[config.mk]
export PLATFORM = sky130hd
export DESIGN_NAME = positional_array_list
export DESIGN_NICKNAME = d
export VERILOG_FILES = /design/src/hdl/pal_pkg.sv /design/src/hdl/positional_array_list.sv /design/src/hdl/pal_cell.sv
export SDC_FILE = /design/constraint.sdc
export NUM_CORES = 2
export LEC_CHECK = 0
export ABC_AREA = 0
export BUFFER_PORTS_ARGS = -buffer_cell sky130_fd_sc_hd__buf_2
export CAP_MARGIN = 25
export CORE_MARGIN = 10
export CORE_UTILIZATION = 30
export CTS_BUF_LIST = sky130_fd_sc_hd__clkbuf_16
export CTS_CLUSTER_SIZE = 40
export DETAILED_ROUTE_END_ITERATION = 10
export HOLD_SLACK_MARGIN = 0.1
export MAX_ROUTING_LAYER = met4
export PLACE_DENSITY = 0.53
export SLEW_MARGIN = 20
export SYNTH_ARGS = -nofsm -noshare
export SYNTH_HDL_FRONTEND = slang
export SYNTH_SLANG_ARGS = --single-unit
[constraint.sdc]
create_clock -name aclk -period 31.6 [get_ports aclk]
set_clock_uncertainty 0.15 [all_clocks]
set_input_delay 0 -clock aclk [delete_from_list [all_inputs] [get_ports aclk]]
set_output_delay 0 -clock aclk [all_outputs]
set_load 0.01 [all_outputs]
[src/hdl/pal_pkg.sv]
`timescale 1ns / 1ps
`default_nettype none

package pal_pkg;

    // Number of records the list can hold.
    localparam int LIST_DEPTH = 8;

    // Field widths of one transaction.
    localparam int POS_W   = 4;
    localparam int NAME_W  = 64;
    localparam int SEX_W   = 24;
    localparam int AGE_W   = 8;
    localparam int SCORE_W = 16;
    localparam int OUT_W   = 4;

    // The count must be able to hold the depth itself.
    localparam int CNT_W = $clog2(LIST_DEPTH + 1);
    // Common width for comparing positions against the count and cell indexes.
    localparam int CMP_W = (CNT_W > POS_W) ? CNT_W : POS_W;

    typedef enum logic [1:0] {
        MODE_INSERT = 2'd0,
        MODE_DELETE = 2'd1,
        MODE_LOCATE = 2'd2,
        MODE_NOP    = 2'd3
    } mode_t;

    typedef enum logic [1:0] {
        ST_OK    = 2'd0,
        ST_FULL  = 2'd1,
        ST_RANGE = 2'd2
    } status_t;

    // One stored record.
    typedef struct packed {
        logic [NAME_W-1:0]  name;
        logic [SEX_W-1:0]   sex;
        logic [AGE_W-1:0]   age;
        logic [SCORE_W-1:0] score;
    } rec_t;

    // Per-cell update command; at most one member is set in a cycle.
    typedef struct packed {
        logic load_key;
        logic take_left;
        logic take_right;
    } cell_ctrl_t;

endpackage

`default_nettype wire

[src/hdl/positional_array_list.sv]
`timescale 1ns / 1ps
`default_nettype none

// Ordered list of up to eight records held in a row of cells, one record per
// cell. Each input transaction is one operation selected by s_tuser: insert at
// a 1-based position (later records move up one cell), delete at a position
// (later records move down one cell), or locate the first record whose name
// and age equal the key. Every operation yields one result transaction with a
// status, the found position and the list length after the operation; a new
// operation is taken every cycle while the result register is free or being
// drained. The cells compare and shift in parallel, and a locate ends in an
// eight-way first-match select. A failed insert or delete leaves the list
// unchanged.
module positional_array_list (
    input  wire logic         aclk,
    input  wire logic         aresetn,
    input  wire logic         s_tvalid,
    output logic              s_tready,
    // Fields from bit 0: position[3:0], key_name[67:4], key_sex[91:68],
    // key_age[99:92], key_score[115:100], zero padding.
    input  wire logic [119:0] s_tdata,
    // Fields from bit 0: mode[1:0].
    input  wire logic [1:0]   s_tuser,
    output logic              m_tvalid,
    input  wire logic         m_tready,
    // Fields from bit 0: status[1:0], found_position[5:2], list_length[9:6],
    // zero padding.
    output logic [15:0]       m_tdata
);

    localparam int D = pal_pkg::LIST_DEPTH;

    // Input field decode.
    pal_pkg::mode_t                  mode;
    logic [pal_pkg::POS_W-1:0]       position;
    pal_pkg::rec_t                   key_rec;

    assign mode          = pal_pkg::mode_t'(s_tuser);
    assign position      = s_tdata[3:0];
    assign key_rec.name  = s_tdata[67:4];
    assign key_rec.sex   = s_tdata[91:68];
    assign key_rec.age   = s_tdata[99:92];
    assign key_rec.score = s_tdata[115:100];

    // Control registers.
    logic [pal_pkg::CNT_W-1:0] count_reg;
    logic [pal_pkg::CNT_W-1:0] count_next;
    logic                      m_tvalid_reg;
    logic                      m_tvalid_next;
    logic [15:0]               m_tdata_reg;
    logic [15:0]               m_tdata_next;

    logic accept;
    assign s_tready = !m_tvalid_reg || m_tready;
    assign accept   = s_tvalid && s_tready;

    // Range checks against the current count.
    logic [pal_pkg::CMP_W-1:0] pos_x;
    logic [pal_pkg::CMP_W-1:0] cnt_x;
    logic                      full;
    logic                      ins_range_bad;
    logic                      del_range_bad;
    logic                      ins_ok;
    logic                      del_ok;

    assign pos_x         = pal_pkg::CMP_W'(position);
    assign cnt_x         = pal_pkg::CMP_W'(count_reg);
    assign full          = (cnt_x >= pal_pkg::CMP_W'(D));
    assign ins_range_bad = (pos_x == '0) || (pos_x > pal_pkg::CMP_W'(cnt_x + 1'b1));
    assign del_range_bad = (pos_x == '0) || (pos_x > cnt_x);
    assign ins_ok        = accept && (mode == pal_pkg::MODE_INSERT) && !full && !ins_range_bad;
    assign del_ok        = accept && (mode == pal_pkg::MODE_DELETE) && !del_range_bad;

    // Row of cells, each handing its record to a neighbor on a shift.
    pal_pkg::rec_t      cell_rec   [D];
    logic [D-1:0]       cell_match;

    for (genvar i = 0; i < D; i++) begin : g_cell
        pal_pkg::cell_ctrl_t ctrl;
        pal_pkg::rec_t       left_rec;
        pal_pkg::rec_t       right_rec;

        assign ctrl.load_key   = ins_ok && (pos_x == pal_pkg::CMP_W'(i + 1));
        assign ctrl.take_left  = ins_ok && (pal_pkg::CMP_W'(i) >= pos_x)
                                        && (pal_pkg::CMP_W'(i) <= cnt_x);
        assign ctrl.take_right = del_ok && (pal_pkg::CMP_W'(i + 1) >= pos_x)
                                        && (pal_pkg::CMP_W'(i + 1) < cnt_x);

        if (i == 0) begin : g_first
            assign left_rec = key_rec;
        end else begin : g_mid_l
            assign left_rec = cell_rec[i-1];
        end

        if (i == D - 1) begin : g_last
            assign right_rec = cell_rec[i];
        end else begin : g_mid_r
            assign right_rec = cell_rec[i+1];
        end

        pal_cell u_cell (
            .aclk      (aclk),
            .ctrl      (ctrl),
            .key_rec   (key_rec),
            .left_rec  (left_rec),
            .right_rec (right_rec),
            .rec       (cell_rec[i]),
            .match     (cell_match[i])
        );
    end

    // First held cell that matches the key.
    logic [pal_pkg::OUT_W-1:0] found_pos;
    always_comb begin
        found_pos = '0;
        for (int k = D - 1; k >= 0; k--) begin
            if (cell_match[k] && (pal_pkg::CMP_W'(k) < cnt_x)) begin
                found_pos = pal_pkg::OUT_W'(k + 1);
            end
        end
    end

    // Count update.
    always_comb begin
        count_next = count_reg;
        if (ins_ok) begin
            count_next = pal_pkg::CNT_W'(count_reg + 1'b1);
        end else if (del_ok) begin
            count_next = pal_pkg::CNT_W'(count_reg - 1'b1);
        end
    end

    // Result transaction assembly.
    pal_pkg::status_t          status;
    logic [pal_pkg::OUT_W-1:0] found_out;

    always_comb begin
        status    = pal_pkg::ST_OK;
        found_out = '0;
        case (mode)
            pal_pkg::MODE_INSERT: begin
                if (full) begin
                    status = pal_pkg::ST_FULL;
                end else if (ins_range_bad) begin
                    status = pal_pkg::ST_RANGE;
                end
            end
            pal_pkg::MODE_DELETE: begin
                if (del_range_bad) begin
                    status = pal_pkg::ST_RANGE;
                end
            end
            pal_pkg::MODE_LOCATE: begin
                found_out = found_pos;
            end
            default: begin
                status = pal_pkg::ST_OK;
            end
        endcase
    end

    // Output register: loads on every accepted operation, drains on m_tready.
    always_comb begin
        m_tdata_next  = m_tdata_reg;
        m_tvalid_next = m_tvalid_reg;
        if (accept) begin
            m_tvalid_next = 1'b1;
            m_tdata_next  = {6'b0, pal_pkg::OUT_W'(count_next), found_out, status};
        end else if (m_tready) begin
            m_tvalid_next = 1'b0;
        end
    end

    always_ff @(posedge aclk) begin
        if (!aresetn) begin
            count_reg    <= '0;
            m_tvalid_reg <= 1'b0;
        end else begin
            count_reg    <= count_next;
            m_tvalid_reg <= m_tvalid_next;
        end
    end

    always_ff @(posedge aclk) begin
        m_tdata_reg <= m_tdata_next;
    end

    assign m_tvalid = m_tvalid_reg;
    assign m_tdata  = m_tdata_reg;

endmodule

`default_nettype wire

[src/hdl/pal_cell.sv]
`timescale 1ns / 1ps
`default_nettype none

module pal_cell (
    input  wire logic              aclk,
    input  pal_pkg::cell_ctrl_t    ctrl,
    input  pal_pkg::rec_t          key_rec,
    input  pal_pkg::rec_t          left_rec,
    input  pal_pkg::rec_t          right_rec,
    output pal_pkg::rec_t          rec,
    output logic                   match
);

    pal_pkg::rec_t rec_reg;
    pal_pkg::rec_t rec_next;

    // Pick the new content: the key, the left neighbor on an insert shift,
    // or the right neighbor on a delete shift.
    always_comb begin
        rec_next = rec_reg;
        if (ctrl.load_key) begin
            rec_next = key_rec;
        end else if (ctrl.take_left) begin
            rec_next = left_rec;
        end else if (ctrl.take_right) begin
            rec_next = right_rec;
        end
    end

    always_ff @(posedge aclk) begin
        rec_reg <= rec_next;
    end

    // Locate compares the name and the age only.
    assign match = (rec_reg.name == key_rec.name) && (rec_reg.age == key_rec.age);
    assign rec   = rec_reg;

endmodule

`default_nettype wire

==> flow_metrics.py <==
metrics = {
    "floorplanning": {
        "start_util": 0.303,
        "core_area_sq_um": 124000,
        "io_pins": 144,
        "die_area_sq_um": 140000,
        "rows": 129,
        "dieWidth_microns": 374,
        "die_h_microns": 374,
    },
    "logic_synthesis": {
        "netlist_instances": 3166,
        "synthArstFlopShare": 0,
        "syn_avg_cell_area_sq_um": 11.9,
        "syn_area_sq_um": 37500,
        "synth_ff_type": "edfxtp_1",
        "ys_types": 69,
        "ys_warn_count": 0,
        "synth_edf_count": 586,
        "ys_ff_latch": 591,
        "ys_seq_area_frac": 0.472,
    },
    "drt": {
        "vias": 29100,
        "final_antenna_net_count": 0,
        "drc": 0,
        "routed_wl_mm": 190,
        "post_drt_wl_per_cell_microns": 38.5,
        "viasPerCell": 5.89,
        "drtIter0Drc": 4060,
        "firstDrtPassIters": 6,
    },
    "worst_setup_path": {
        "crit_required_ns": 31.74,
        "path_cells": "inv_1, nor3_1, xnor2_1, ha_1, o21a_1, o21a_4, nor4b_4, buf_4, nand2_4, nand2_4, buf_4",
        "arrival_ns": 6.37,
        "reg2reg_slack_ns": 25.37,
        "critPathCapture": "g_cell[5].u_cell.rec[50]",
        "crit_path_start": "cnt_x[2]",
        "cp-start-kind": "flip-flop",
        "path_delay_family": "simple AND/OR/NAND/NOR gates",
        "r2r_end": "g_cell[5].u_cell.rec[50]",
        "r2r_cells": 11,
        "max_stage_delay_ns": 0.99,
        "cp_num_buf_inv": 3,
        "endpoint_kind": "flip-flop",
        "path_depth": 11,
        "crit_fanout": 43,
        "criticalPathCategory": "flip-flop to flip-flop",
        "cp_slowest_cell": "nand2_4",
        "timing.rr.start": "cnt_x[2]",
    },
    "status": {
        "outcome": "completed",
    },
    "global_route": {
        "grt_usage": 0.268,
        "use_met3": 0.0496,
        "grt_pass1_vias": 27800,
        "met2_usage": 0.404,
        "top_usage_layer": "met2",
        "grt_pass1_wl_mm": 254,
        "antenna_found_initial": 12,
        "grt_max_degree": 79,
        "met1_usage": 0.344,
        "overflow": 0,
    },
    "timing": {
        "max_slew_margin": 0.185,
        "final-hold-violation-count": 0,
        "finalCriticalPeriod_ns": 6.23,
        "setup_viol": 0,
        "min_period_over_period": 0.197,
        "worst_pin_slew_ns": 1.21,
        "finalSetupTns_ns": 0,
        "hold_slack_ns": 0.242,
        "rsz0062_at_grt": "false",
        "fmax_ghz": 0.160,
        "drv_slew": 0,
    },
    "final_layout": {
        "nNetsFinal": 3372,
        "largest_reg_flops": 576,
        "syn_to_final_growth_pct": 13.5,
        "drive_gt1_frac": 0.101,
        "fillers": 12400,
    },
    "clock_network": {
        "cts_buffers": 74,
        "ctsHtreeMaxLevel": 3,
        "cts_root_buf": "clkbuf_16",
        "clock_latency_ns": 0.67,
        "cts_resized": 0,
        "cts_max_path_buffers": 3,
        "cts_tree": "yes",
        "clkSinkCount": 591,
        "path_clk_slew_ns": 0.06,
    },
    "place": {
        "port_buffers": 93,
        "gp_congestion": 1.06,
        "dp_hpwl_mm": 136,
    },
    "min_path": {
        "hold_path_class": "primary input to flip-flop",
    },
    "job": {
        "max_cap_violations": 0,
    },
    "power_and_ir_drop": {
        "p_per_area_nw_per_um2": 44.2,
        "power_mw": 1.88,
        "p_leak_nw": 18.1,
        "ir_drop_mv": 0.0308,
    },
}
-- cell usage in the layout (no fill, tap or decap), types with 41 or more instances in the layout --
master and count:
mux2i_1 721, edfxtp_1 586, xnor2_1 274, xor2_1 260, o21ai_0 151, nand4_1 117
inv_1 111, nor4_1 111, nand2_1 93, buf_2 93, dlygate4sd3_1 87, clkbuf_16 79
mux2_2 58, nand3_1 54, nor3_1 53, nor2b_1 45, buf_4 44, a32oi_1 41
-- logic make-up after synthesis --
| family | Yosys count | synth area share |
|---|---|---|
| adder cells (fa/ha/maj) | 12 | 0.00400 |
| multiplexers | 793 | 0.214 |
| AND/OR/NAND/NOR | 572 | 0.0871 |
| flip-flops | 591 | 0.472 |
| AO/OA/AOI/OAI | 333 | 0.0583 |
| buffers and inverters | 330 | 0.0402 |
| other | 1 | 0.000100 |
| XOR/XNOR | 534 | 0.125 |
-- tightest hold or removal path, delay by kind of cell --
family	cells	cell delay, ns
buffers and inverters	2	0.70
AND/OR/NAND/NOR	1	0.11
AO/OA/AOI/OAI	1	0.06
-- synth_stat cells, drive strengths merged, types with 55 or more instances --
cell type,instances,area (sq um)
buf,146,817
clkbuf,93,349
edfxtp,586,17600
inv,91,342
mux2,72,811
mux2i,721,7220
nand2,98,375
nand3,58,303
nand4,117,732
nor3,55,285
nor4,119,766
o21ai,152,764
xnor2,274,2400
xor2,260,2280
-- worst min path at each step --
| stage | from | endpoint | slack (ns) | depth (start not counted) |
|---|---|---|---|---|
| after global routing | s_tuser[0] | m_tdata[1] | 0.27 | 4 |
| after floorplan | s_tvalid | m_tvalid | -0.02 | 2 |
| final | s_tuser[1] | m_tdata[2] | 0.24 | 4 |
| after CTS | s_tuser[0] | m_tdata[1] | 0.19 | 4 |
| after detailed placement | s_tvalid | m_tvalid | 0.13 | 3 |
| after global placement | s_tvalid | m_tvalid | 0.13 | 3 |
-- timing repair --
item,CTS,global route
endpoints found under the hold margin,593,0
buffers inserted,0,0
hold buffers,87,0
-- layer usage --
metal | vias to the layer above | share of wire
li1 | 12100 | -
met3 | 294 | 0.079
met4 | 0 | 0.056
met2 | 1646 | 0.44
met5 | - | 0
met1 | 15100 | 0.42
-- per-stage QoR --
step | util | instance area [sq um] | cells | setup WS [ns]
4_1_cts | 0.343 | 42500 | 4926 | 25.36
6_report | 0.343 | 42600 | 4940 | 25.37
2_1_floorplan | - | 37500 | 3171 | 20.62
5_1_grt | 0.343 | 42600 | 4936 | 25.20
3_3_place_gp | 0.318 | 39400 | 4707 | 25.34
3_5_place_dp | 0.318 | 39400 | 4708 | 25.38
-- power by group --
part,internal (mW),total [mW],switching [mW]
clock network,0.455,0.820,0.365
registers,0.855,0.858,0.00348
logic,0.0476,0.203,0.155
total,1.36,1.88,0.523
-- final cells by class --
type / instances / area (sq um) / area share
antenna: 14 / 35.0 / 0.000823
clock buffer: 79 / 1980 / 0.0464
clock inverter: 52 / 248 / 0.00582
inverter: 91 / 342 / 0.00802
multi-input combinational: 2250 / 18500 / 0.435
sequential: 591 / 17700 / 0.416
tap: 1637 / 2050 / 0.0481
timing repair buffer: 226 / 1710 / 0.0401
Note: power is estimated with default switching activity, not from simulation.
